File: config.mk
export PLATFORM = sky130hd
export DESIGN_NAME = imu_frame_pair_decoder_unit
export DESIGN_NICKNAME = d
export VERILOG_FILES = /design/src/rtl/ifpd_pkg.sv /design/src/rtl/ifpd_window.sv /design/src/rtl/ifpd_decode.sv /design/src/rtl/imu_frame_pair_decoder_unit.sv
export SDC_FILE = /design/constraint.sdc
export NUM_CORES = 1
export LEC_CHECK = 0
export BUFFER_PORTS_ARGS = -buffer_cell sky130_fd_sc_hd__buf_2
export CORE_MARGIN = 1.5
export CORE_UTILIZATION = 64
export DETAILED_ROUTE_END_ITERATION = 10
export HOLD_SLACK_MARGIN = 0.15
export PLACE_DENSITY_LB_ADDON = 0.15
export SYNTH_ARGS = -nofsm -noshare
export SYNTH_HDL_FRONTEND = slang
export SYNTH_SLANG_ARGS = --single-unit
File: constraint.sdc
create_clock -name clk -period 12.9 [get_ports clk]
set_clock_uncertainty 0.2 [all_clocks]
set_input_delay 1.29 -clock clk [delete_from_list [all_inputs] [get_ports clk]]
set_output_delay 1.29 -clock clk [all_outputs]
set_load 0.03 [all_outputs]
File: src/rtl/ifpd_pkg.sv
// shared types and constants for the imu frame pair decoder
// no dependencies

package ifpd_pkg;

  localparam int PAIR_LEN  = 22;
  localparam int HALF_LEN  = PAIR_LEN / 2;
  localparam int FILL_W    = $clog2(PAIR_LEN + 1);
  localparam int RES_W     = 122;
  localparam int OUT_W     = 128;

  localparam logic [7:0] SYNC_BYTE = 8'h55;

  // reciprocal of 85 scaled by 2^25, exact for dividends below 2^18
  localparam logic [18:0] RECIP_85    = 19'd394759;
  localparam int          RECIP_SHIFT = 25;
  localparam logic signed [12:0] TEMP_OFFSET = 13'sd580;

  typedef logic [PAIR_LEN-1:0][7:0] win_t;

  typedef struct packed {
    logic        [15:0] frame_count;
    logic signed [12:0] temperature;
    logic signed [14:0] yaw;
    logic signed [14:0] pitch;
    logic signed [14:0] roll;
    logic signed [15:0] gyro_z;
    logic signed [15:0] gyro_y;
    logic signed [15:0] gyro_x;
  } res_t;

endpackage

File: src/rtl/ifpd_window.sv
// byte window, fill count, sync match and pair counter
// depends on ifpd_pkg

module ifpd_window (
  input  logic                                 clk,
  input  logic                                 rst_n,
  input  logic                                 in_valid,
  input  logic [7:0]                           in_byte,
  output logic                                 in_ready,
  input  logic                                 take,
  output logic                                 pend,
  output ifpd_pkg::win_t                       win,
  output logic [15:0]                          pair_cnt
);

  ifpd_pkg::win_t                    win_r;
  ifpd_pkg::win_t                    win_nxt;
  logic [ifpd_pkg::FILL_W-1:0]       fill_r;
  logic [ifpd_pkg::FILL_W-1:0]       fill_inc;
  logic                              pend_r;
  logic [15:0]                       pair_r;
  logic                              accept;
  logic                              hit;

  assign in_ready = !pend_r || take;
  assign accept   = in_valid && in_ready;
  assign win_nxt  = {in_byte, win_r[ifpd_pkg::PAIR_LEN-1:1]};

  always_comb begin
    if (fill_r < ifpd_pkg::FILL_W'(ifpd_pkg::PAIR_LEN)) begin
      fill_inc = fill_r + ifpd_pkg::FILL_W'(1);
    end else begin
      fill_inc = fill_r;
    end
  end

  assign hit = (fill_inc == ifpd_pkg::FILL_W'(ifpd_pkg::PAIR_LEN)) &&
               (win_nxt[0] == ifpd_pkg::SYNC_BYTE) &&
               (win_nxt[ifpd_pkg::HALF_LEN] == ifpd_pkg::SYNC_BYTE);

  always_ff @(posedge clk) begin
    if (accept) begin
      win_r <= win_nxt;
    end
  end

  always_ff @(posedge clk) begin
    if (!rst_n) begin
      fill_r <= '0;
      pend_r <= 1'b0;
      pair_r <= '0;
    end else if (accept) begin
      fill_r <= hit ? '0 : fill_inc;
      pend_r <= hit;
      if (hit) begin
        pair_r <= pair_r + 16'd1;
      end
    end else if (take) begin
      pend_r <= 1'b0;
    end
  end

  assign pend     = pend_r;
  assign win      = win_r;
  assign pair_cnt = pair_r;

endmodule

File: src/rtl/ifpd_decode.sv
// fixed point scaling of a matched frame pair into the result register
// depends on ifpd_pkg

module ifpd_decode (
  input  logic                 clk,
  input  logic                 rst_n,
  input  logic                 pend,
  input  ifpd_pkg::win_t       win,
  input  logic [15:0]          pair_cnt,
  output logic                 take,
  output logic                 res_valid,
  input  logic                 res_ready,
  output ifpd_pkg::res_t       res
);

  localparam int HB = ifpd_pkg::HALF_LEN;

  ifpd_pkg::res_t      res_r;
  ifpd_pkg::res_t      res_nxt;
  logic                res_valid_r;

  logic signed [15:0]  raw_a [3];
  logic signed [15:0]  raw_b [4];
  logic signed [23:0]  prod_g [3];
  logic signed [21:0]  prod_r [3];
  logic                t_neg;
  logic [16:0]         t_mag;
  logic [18:0]         t_num;
  logic [37:0]         t_prod;
  logic [12:0]         t_quo;
  logic signed [12:0]  t_sgn;

  always_comb begin
    for (int k = 0; k < 3; k++) begin
      raw_a[k]  = $signed({win[3 + 2*k], win[2 + 2*k]});
      prod_g[k] = $signed({{8{raw_a[k][15]}}, raw_a[k]}) * 24'sd125;
    end
    for (int k = 0; k < 4; k++) begin
      raw_b[k] = $signed({win[HB + 3 + 2*k], win[HB + 2 + 2*k]});
    end
    for (int k = 0; k < 3; k++) begin
      prod_r[k] = $signed({{6{raw_b[k][15]}}, raw_b[k]}) * 22'sd45;
    end
  end

  // trunc toward zero of raw*4/85 on the magnitude, sign restored after
  always_comb begin
    t_neg  = raw_b[3][15];
    t_mag  = t_neg ? (17'd0 - {1'b1, raw_b[3]}) : {1'b0, raw_b[3]};
    t_num  = {t_mag, 2'b00};
    t_prod = 38'(t_num) * 38'(ifpd_pkg::RECIP_85);
    t_quo  = t_prod[ifpd_pkg::RECIP_SHIFT +: 13];
    t_sgn  = t_neg ? $signed(13'd0 - t_quo) : $signed(t_quo);
  end

  always_comb begin
    res_nxt.gyro_x      = prod_g[0][22:7];
    res_nxt.gyro_y      = prod_g[1][22:7];
    res_nxt.gyro_z      = prod_g[2][22:7];
    res_nxt.roll        = prod_r[0][21:7];
    res_nxt.pitch       = prod_r[1][21:7];
    res_nxt.yaw         = prod_r[2][21:7];
    res_nxt.temperature = t_sgn + ifpd_pkg::TEMP_OFFSET;
    res_nxt.frame_count = pair_cnt;
  end

  assign take = pend && (!res_valid_r || res_ready);

  always_ff @(posedge clk) begin
    if (take) begin
      res_r <= res_nxt;
    end
  end

  always_ff @(posedge clk) begin
    if (!rst_n) begin
      res_valid_r <= 1'b0;
    end else if (take) begin
      res_valid_r <= 1'b1;
    end else if (res_ready) begin
      res_valid_r <= 1'b0;
    end
  end

  assign res_valid = res_valid_r;
  assign res       = res_r;

endmodule

File: src/rtl/imu_frame_pair_decoder_unit.sv
// top level of the imu frame pair decoder
// depends on ifpd_pkg, ifpd_window and ifpd_decode
//
// usage:
//   in_*  channel carries one received serial byte per transaction.
//   out_* channel carries one decoded frame pair per transaction.
//   every byte shifts a 22 byte window; once 22 bytes have arrived since
//   reset or the last match and the oldest byte and the byte 11 places
//   later are both 0x55, the window is decoded into gyro rates, angles,
//   temperature and a wrapping pair count, and the fill count restarts.
//   bytes that complete no pair give no output transaction.
//   a matched pair is held in the window register, then taken into the
//   result register. throughput: one byte per cycle while in_tready is
//   high; the window register holds a matched pair until the result
//   register takes it, so in_tready drops only while a matched pair and
//   an unconsumed result are both waiting.
//   reset clears the fill count, the pair counter and both valid flags.
//   a stall on out_tready holds the result steady and backs up into
//   in_tready after at most one further matched pair.

module imu_frame_pair_decoder_unit (
  input  logic                        clk,
  input  logic                        rst_n,
  input  logic                        in_tvalid,
  output logic                        in_tready,
  input  logic [7:0]                  in_tdata,   // rx_byte
  output logic                        out_tvalid,
  input  logic                        out_tready,
  // gyro_x, gyro_y, gyro_z, roll, pitch, yaw, temperature, frame_count, zero fill
  output logic [ifpd_pkg::OUT_W-1:0]  out_tdata
);

  ifpd_pkg::win_t  win;
  ifpd_pkg::res_t  res;
  logic            pend;
  logic            take;
  logic [15:0]     pair_cnt;

  ifpd_window u_window (
    .clk      (clk),
    .rst_n    (rst_n),
    .in_valid (in_tvalid),
    .in_byte  (in_tdata),
    .in_ready (in_tready),
    .take     (take),
    .pend     (pend),
    .win      (win),
    .pair_cnt (pair_cnt)
  );

  ifpd_decode u_decode (
    .clk       (clk),
    .rst_n     (rst_n),
    .pend      (pend),
    .win       (win),
    .pair_cnt  (pair_cnt),
    .take      (take),
    .res_valid (out_tvalid),
    .res_ready (out_tready),
    .res       (res)
  );

  assign out_tdata = {(ifpd_pkg::OUT_W - ifpd_pkg::RES_W)'(0), res};

endmodule

# Yosys cells after proc, flatten, opt, wreduce, memory -nomap -nowiden
# Index checks and enable logic that the tools add are counted.
[totals]
reg_bits = 313
wordCells = 68
[classes]
addsub = 5
mul = 7
order_cmp = 1
n_eq_ne = 3
muxes = 8
reduce_logical = 11
[op_table]
columns = ["op", "count"]
rows = [
  ["multiplier 16 x 8 -> 23 bit, second input constant", 3],
  ["multiplier 16 x 7 -> 22 bit, second input constant", 3],
  ["multiplier 17 x 19 -> 36 bit, second input constant", 1],
  ["two-way mux 17 bit", 1],
  ["subtractor 1 x 17 -> 17 bit, first input constant", 1],
  ["adder 16 x 1 -> 16 bit, second input constant", 1],
  ["equality test 8 x 7 -> 1 bit, second input constant", 2],
  ["adder 13 x 11 -> 13 bit, second input constant", 1],
  ["two-way mux 13 bit", 1],
  ["subtractor 1 x 13 -> 13 bit, first input constant", 1],
  ["two-way mux 5 bit", 2],
  ["adder 5 x 1 -> 5 bit, second input constant", 1],
  ["equality test 5 bit, second input constant", 1],
  ["less-than comparator 5 bit, second input constant", 1],
  ["logical AND 1 bit", 4],
  ["two-way mux 1 bit", 4],
  ["nonzero test 2 bit", 2],
  ["zero test 1 bit", 2],
  ["logical OR 1 bit", 2],
  ["AND reduction 2 bit", 1],
]

# Depth between registers and ports, before layout
# Gate-level depths: netlist of the first run.
[logic_depth]
depth_word = 6
mapped_depth = 35

# Cells and area by module
# From an unflattened synthesis of the first run, not the netlist that was laid out.
[unflattened]
hier_cells = 2354
hier_area_um2 = 28272.1
[by_module_without_submodules]
columns = ["mod", "n_inst", "cells_per_inst", "area_each_um2", "seq_area_each_um2"]
rows = [
  ["ifpd_decode", 1, 2022, 21679.5, 3683.5],
  ["ifpd_window", 1, 325, 6543.8, 5725.5],
  ["imu_frame_pair_decoder_unit", 1, 7, 48.8, 0.0],
]

# Worst setup path before layout of the first run
# Ideal clock, no wire load.
[synth_timing]
path_type = "reg-to-reg"
startpoint = "reg u_window.win_r, in the netlist u_window.win[152]"
endpoint = "reg u_decode.res_r, in the netlist u_decode.res[105], data pin"
setup_ps = 260
arrival_ps = 8518
required_time_ps = 12440
slack_ps = 3922
stages_incl_launch_ff = 33
n_path_buf = 0
period_less_slack_ps = 8978
cell_sequence = "edfxtp_1 or3_1 or3b_2 or3_1 or3_1 or4_1 ha_1 inv_1 a21o_1 ha_1 inv_1 fa_1 inv_1 fa_1 inv_1 fa_1 inv_1 fa_1 ha_1 and4_4 and2_4 a221oi_4 a21boi_0 or4_1 nand2_1 ha_1 a21bo_2 a2111oi_4 nand3_1 o2111a_1 nor4_1 xnor2_1 xnor2_1"
[synth_rtl]
columns = ["item", "line_no", "text"]
rows = [
  ["start, declared", "ifpd_window.sv:16", "ifpd_pkg::win_t win_r;"],
  ["start signal, assigned", "ifpd_window.sv:43", "win_r <= win_nxt;"],
  ["end signal, assigned", "ifpd_decode.sv:71", "res_r <= res_nxt;"],
  ["end, declared", "ifpd_decode.sv:18", "ifpd_pkg::res_t res_r;"],
]

==> summary.md, run 1 <==
| Metric | Value |
|---|---|
| HPWL Detailed | about 40,000 µm |
| Synth async-reset ratio | 0% |
| DP Worst Slack | about 3.2 ns |
| Initial drt markers | roughly 660 |
| Fin crit period | around 9.7 ns |
| Final WL | roughly 50,000 µm |
| Port Buf Inserts | around 140 |
| Library cell with the largest summed area after synthesis | edfxtp_1 |
| Vias | ~17,000 |
| EDFF count, synth | between 200 and 300 |
| Num CTS Buffers | 38 |
| CTS H-tree depth | 2 |
| Syn Area/Cell | 12.0 µm² |
| RD Place Congestion | between 0.8 and 0.9 |
| Final setup fails | 0 |
| CTS sink cnt | 313 |
| Routed Antenna Nets | 0 |
| Area delta synth->final | 9.50% |
| Vias in the first global route | 17,803 |
| Leakage | 0.0144 µW |
| Slew at the pin closest to its max-slew limit | roughly 1.1 ns |
| Root Buffer Master | clkbuf_16 |
| Final Hold Viols | 0 |
| Layout cell share with drive strength beyond 1 | a little over 9% |
| Post-synthesis sequential area ratio | between 30% and 40% |
| WP data required | 13.01 ns |
| Pwr Total | roughly 6300 µW |
| Number of antenna violations at the first check in global routing | 0 |
| Post-Syn Instances | between 2,000 and 2,500 |
| Worst-skew pair later-pin latency | about 0.56 ns |
| Cts hold-fix bufs | 0 |
| Largest fanout on the critical path | 7 |
| CTS tree | done |
| Reg-to-reg setup timing slack | 3.17 ns |
| Critical Path AT | just under 10 ns |
| WL/cell | 16.0 µm |
| Ys flop type | edfxtp_1 |
| Die area | 0.0446 mm² |
| Switching Fraction | between 40 and 50% |
| Relative slew slack | approximately 30% |
| Total grt overflow | 0 |
| Tot GR Track Use | a little under a quarter |
| Vias per std cell | 5.33 |
| Pre-Repair DR Iteration Count | 5 |
| ANT cells | 0 |
| Max VDD drop | roughly 170 µV |
| Maxcap violations | 0 |
| Final setup margin | between 3 and 4 ns |
| Fin Setup TNS | 0 ns |
| Top cells by area, synth | edfxtp_1 31%, fa_1 22%, ha_1 21% |
| Starting Density | 64.7% |
| Startpoint Class | register |
| DRC Markers | 0 |
| Nets | ~3,300 |
| Number of synthesized register bits | approximately 310 |
| Post-CTS repair timing setup buffer count | 0 |
| Period utilization | around 75% |
| CP max stage cell | fa_1 |
| Library cells used by synthesis | 71 |
| Crit end category | register |
| CTS Buffer Depth | 3 |
| Power density over the cells | 208 mW/mm² |
| Max incr delay on CP | 0.53 ns |
| Most frequent cell on the critical path | inv_1 |
| Internal power | 3670 µW |
| Clock-pin slew on the worst setup and hold paths | about 0.060 ns |
| Chip Height | about 210 µm |
| Clock share of power | approximately 17% |
| Row Count | 76 |
| Combinational Power Share | between 60 and 70% |
| Fmax | around 100 MHz |
| Yosys Warn Count | 0 |
| Total core area | ~0.043 mm² |
| Largest net degree at the start of global routing | 90 |
| First-pass GRT wire length | ~85,000 µm |
| Max-slew violations | 0 |
| Sw Pwr | approximately 2700 µW |
| I/O Pins | about 140 |
| Unrepaired setup endpoints after global routing | no |
| Fillcell total | a little over 3,000 |
| Seq pwr share | 22.2% |
| Share of the synthesized area in the top cell type | a little under a third |
| Critical path class | register to register |
| Post-CTS Resized | 0 |
| Die width | between 200 and 250 µm |
| Synth Cell Area | 0.0278 mm² |
| Status | finished clean |
| HP Class | register to register |
[kinds of logic (layout without fill, tap and decap cells)]
logic type | Yosys count | in the layout | synth area share (%)
buf+inv | 530 | 723 | 7.25
other cells | 1 | 9 | 0.0135
xor+xnor | 147 | 147 | 4.79
mux | 6 | 6 | 0.230
compound gates | 216 | 216 | 5.39
simple gates | 337 | 337 | 6.17
flops | 313 | 313 | 33.0
fa+ha+maj | 772 | 772 | 43.1
[placed cells by master, fill, tap and decap left out, drive strengths merged, types with 7 or more instances in the layout]
cell type    n
o21a        23
and2        30
dfxtp       23
inv        519
nand4        7
edfxtp     290
or3         17
fa         307
ha         465
or2          7
nor3        42
nand2       45
xnor2      111
o21bai      12
and3        18
xor2        33
a21oi       54
conb         9
a21o        16
a31oi       11
nand3       34
nor2b       12
nor2        98
buf        140
a211oi      11
clkbuf      43
clkinv      17
o21ai       37
[cells in the mapped netlist, drive strengths merged (9+ instances only)]
| library cell | number |
|---|---|
| a211oi | 11 |
| a21o | 16 |
| a21oi | 54 |
| a31oi | 11 |
| and2 | 30 |
| and3 | 18 |
| clkbuf | 9 |
| dfxtp | 23 |
| edfxtp | 290 |
| fa | 307 |
| ha | 465 |
| inv | 515 |
| nand2 | 45 |
| nand3 | 34 |
| nor2 | 98 |
| nor2b | 12 |
| nor3 | 42 |
| o21a | 23 |
| o21ai | 37 |
| o21bai | 12 |
| or3 | 17 |
| xnor2 | 111 |
| xor2 | 33 |
[final timing paths]
path	depth (start not counted)	endpoint	start
worst max-delay path	32	u_decode.res[105]	u_window.win[152]
worst min-delay path	0	u_window.win[68]	u_window.win[76]
worst max register to register	32	u_decode.res[105]	u_window.win[152]
worst min register to register	0	u_window.win[68]	u_window.win[76]
[critical path: cells and delay by family (launching register included)]
family          cells  cell delay [ns]
compound gates      6             1.68
xor+xnor            2             0.28
fa+ha+maj           8             2.84
buf+inv             5             0.35
flops               1             0.52
simple gates       11             3.60
[final cells by class]
class / count / area [µm²] / area share (%)
multi-input combinational: 1487 / 16600 / 54.7
clock inverter: 25 / 229 / 0.754
tap: 585 / 732 / 2.41
sequential: 313 / 9170 / 30.2
inverter: 515 / 1930 / 6.36
timing repair buffer: 140 / 713 / 2.35
clock buffer: 43 / 1000 / 3.29
[routing by layer]
layer  part of all wire, %  global-route usage [%]  up-vias
li1                      -                       -     8053
met1                    43                    30.0     8201
met2                    52                    43.0      232
met3                   3.1                    3.52       73
met4                   2.5                    6.95        0
met5                     0                       0        -
[per-stage QoR]
stage                     std cells  utilization [%]  cell area [µm²]  hold slack [ns]
after detailed placement       3040             68.0            29200            0.205
after global routing           3108             70.9            30400            0.220
final                          3108             70.9            30400            0.215
after CTS                      3108             70.9            30400            0.214
after floorplan                2330                -            27800            0.200
after global placement         3040             68.0            29200            0.201
[power by group through the flow]
stage / logic, µW / registers, µW / clock network (µW)
after CTS: 3910 / 1410 / 1070
after detailed placement: 3850 / 1430 / 0
final: 3880 / 1410 / 1040
after global placement: 3710 / 1430 / 0
after floorplan: 3050 / 1420 / 0
after global routing: 4450 / 1420 / 1110
[state kept, by name, summed over array words and instances, names as in the netlist]
name,flops
u_decode.res,122
u_decode.res_valid,1
u_window.fill_r,5
u_window.pair_cnt,16
u_window.pend,1
u_window.win,168
No activity file was read; power rests on OpenSTA's default activity.
==> inputs of run 2 (changes only) <==
==> constraint.sdc (replaced) <==
create_clock -name clk -period 9 [get_ports clk]
set_clock_uncertainty 0.2 [all_clocks]
set_input_delay 0.9 -clock clk [delete_from_list [all_inputs] [get_ports clk]]
set_output_delay 0.9 -clock clk [all_outputs]
set_load 0.03 [all_outputs]
==> run 2 against run 1 <==
Register-to-register slack worse by 3.0 ns. Core utilization increased by 1.5 points. Total power grew 55%. Largest power group unchanged. Clock power is 60% higher. Fmax increased by 9.8%.
==> summary.md, run 2 (same netlist as run 1, synthesis figures left out) <==
| Metric | Value |
|---|---|
| Pre-Repair DR Iteration Count | 5 (unchanged) |
| Util after Layout | 72.4% (+1.5 points) |
| Worst R2R Start | u_window.win[154] |
| Slew at the pin closest to its max-slew limit | 1.07 ns (+0.0104 ns) |
| Critical Path AT | 8.99 ns (-0.85 ns) |
| Layout cell share with drive strength beyond 1 | 12.2% (+3.0 points) |
| Final setup margin | 0.142 ns (-3.03 ns) |
| CTS tree | done |
| First-pass GRT wire length | 88,000 µm (+3.9%) |
| Total grt overflow | 0 (unchanged) |
| Clock share of power | 16.9% (+0.4 points) |
| Tot GR Track Use | 24.8% (+0.93 points) |
| Startpoint Class | register |
| DRC Markers | 0 (unchanged) |
| Num CTS Buffers | 38 (unchanged) |
| Max VDD drop | 263 µV (+56%) |
| Final Hold Viols | 0 (unchanged) |
| Number of antenna violations at the first check in global routing | 0 (unchanged) |
| HP Class | register to register |
| Power density over the cells | 315 mW/mm² (+51%) |
| Placed insts | 3,068 (+0.92%) |
| Vias in the first global route | 18,366 (+3.2%) |
| Period utilization | 98.4% (+23 points) |
| Root Buffer Master | clkbuf_16 |
| Final WL | 52,300 µm (+5.0%) |
| Die area | 0.0446 mm² (unchanged) |
| WL/cell | 16.6 µm (+3.8%) |
| Most frequent cells in the layout | 509 x inv_1, 460 x ha_1, 304 x fa_1 |
| CP max stage cell | fa_1 |
| Sw Pwr | 4060 µW (+53%) |
| Max-slew violations | 0 (unchanged) |
| Port Buf Inserts | 135 (unchanged) |
| Switching Fraction | 41.5% (-0.54 points) |
| Largest fanout on the critical path | 6 (-1) |
| Starting Density | 64.7% (unchanged) |
| Crit end category | register |
| Critical path class | register to register |
| WP data required | 9.13 ns (-3.88 ns) |
| Status | finished clean |
| Commonest non-fill, non-tap cell in the layout | inv_1 |
| Largest net degree at the start of global routing | 93 (+3.3%) |
| CTS Buffer Depth | 3 (unchanged) |
| CTS sink cnt | 313 (unchanged) |
| Worst R2R End | u_decode.res[105] |
| Die width | 211 µm (unchanged) |
| Final setup fails | 0 (unchanged) |
| Fin Setup TNS | 0 ns (unchanged) |
| HPWL Detailed | 40,500 µm (+1.5%) |
| Nets | 3,314 (+1.1%) |
| Row Count | 76 (unchanged) |
| Placed inst area | 0.0294 mm² (+0.72%) |
| Vias | 16,823 (+1.6%) |
| Seq pwr share | 20.6% (-1.6 points) |
| DP Worst Slack | -0.298 ns (-3.51 ns) |
| Leakage | 0.0146 µW (+1.9%) |
| Combinational Power Share | 62.5% (+1.2 points) |
| I/O Pins | 142 (unchanged) |
| Min-delay src | u_window.win[73] |
| Unrepaired setup endpoints after global routing | yes |
| Vias per std cell | 5.35 (+0.40%) |
| Reg-to-reg setup timing slack | 0.14 ns (-3.03 ns) |
| Fin cells | 3,145 (+1.2%) |
| Maxcap violations | 0 (unchanged) |
| Fmax | 113 MHz (+9.8%) |
| Area delta synth->final | 11.9% |
| Worst-skew pair later-pin latency | 0.57 ns (about the same) |
| Chip Height | 211 µm (unchanged) |
| Fin crit period | 8.86 ns (-0.872 ns) |
| Internal power | 5730 µW (+56%) |
| CTS H-tree depth | 2 (unchanged) |
| Delay-heaviest family, CP | simple AND/OR/NAND/NOR gates |
| Routed Antenna Nets | 0 (unchanged) |
| Total core area | 0.0429 mm² (unchanged) |
| Buffers & Inverters on Critical Path | 7 (+2) |
| ANT cells | 0 (unchanged) |
| Relative slew slack | 28.5% (-0.69 points) |
| RD Place Congestion | 0.893 (+0.24%) |
| Post-layout instance area | 0.0310 mm² (+2.2%) |
| Cts hold-fix bufs | 0 (unchanged) |
| Hold Path End | u_window.win[65] |
| Max reg flops | 168 (unchanged) |
| Initial drt markers | 638 (-3.8%) |
| Clock-pin slew on the worst setup and hold paths | 0.07 ns (about the same) |
| Max incr delay on CP | 0.54 ns (about the same) |
| Reg2reg path depth | 32 (unchanged) |
| Worst hold path depth | 0 (unchanged) |
run 2: cell types whose count changed in the layout (fill, tap and decap cells not counted), sizes merged:
cell and change:
buf +35, clkinv -7, clkbuf +5, bufinv +3
inv +1
run 2: power groups by stage:
stage	logic (µW)	clock network [µW]	registers, µW
after floorplan	4370	0	2030
after global placement	5450	0	2050
after detailed placement	5670	0	2050
after CTS	5840	1700	2020
after global routing	6940	1740	2030
final	6120	1660	2020
run 2: layer usage:
| layer | global-route usage, % | routed length (µm) |
|---|---|---|
| met1 | 30.3 | 22000 |
| met2 | 44.7 | 26800 |
| met3 | 3.94 | 1740 |
| met4 | 8.50 | 1660 |
| met5 | 0 | 0 |
run 2: what timing repair did:
action / CTS / global route
gates resized for setup: 11 / 45
endpoints found under the setup margin: 5 / 5
setup buffers: 3 / 4
pin swaps: 8 / 24
run 2: worst max-delay path by stage:
stage	slack (ns)	to	from	depth (start not counted)
2_1_floorplan	0.02	u_decode.res[105]	u_window.win[152]	32
3_3_place_gp	-0.04	u_decode.res[105]	u_window.win[152]	33
3_5_place_dp	-0.30	u_decode.res[105]	u_window.win[152]	33
4_1_cts	0.004	u_decode.res[104]	u_window.win[153]	32
5_1_grt	-0.08	u_decode.res[105]	u_window.win[154]	33
6_report	0.14	u_decode.res[105]	u_window.win[154]	32
run 2: final cells by class:
cell class / instances / area (µm²)
Clock buffer: 48 / 1080
Fill cell: 2930 / 11800
Multi-Input combinational cell: 1487 / 16900
Sequential cell: 313 / 9170
Timing Repair Buffer: 175 / 976
Tap cell: 585 / 732
Clock inverter: 22 / 285
Inverter: 515 / 1940
run 2: metrics by stage:
| stage | hold slack (ns) | total power (µW) |
|---|---|---|
| floorplan | 0.200 | 6400 |
| global placement | 0.201 | 7490 |
| detailed placement | 0.205 | 7720 |
| CTS | 0.213 | 9560 |
| global route | 0.225 | 10700 |
| finish | 0.209 | 9790 |
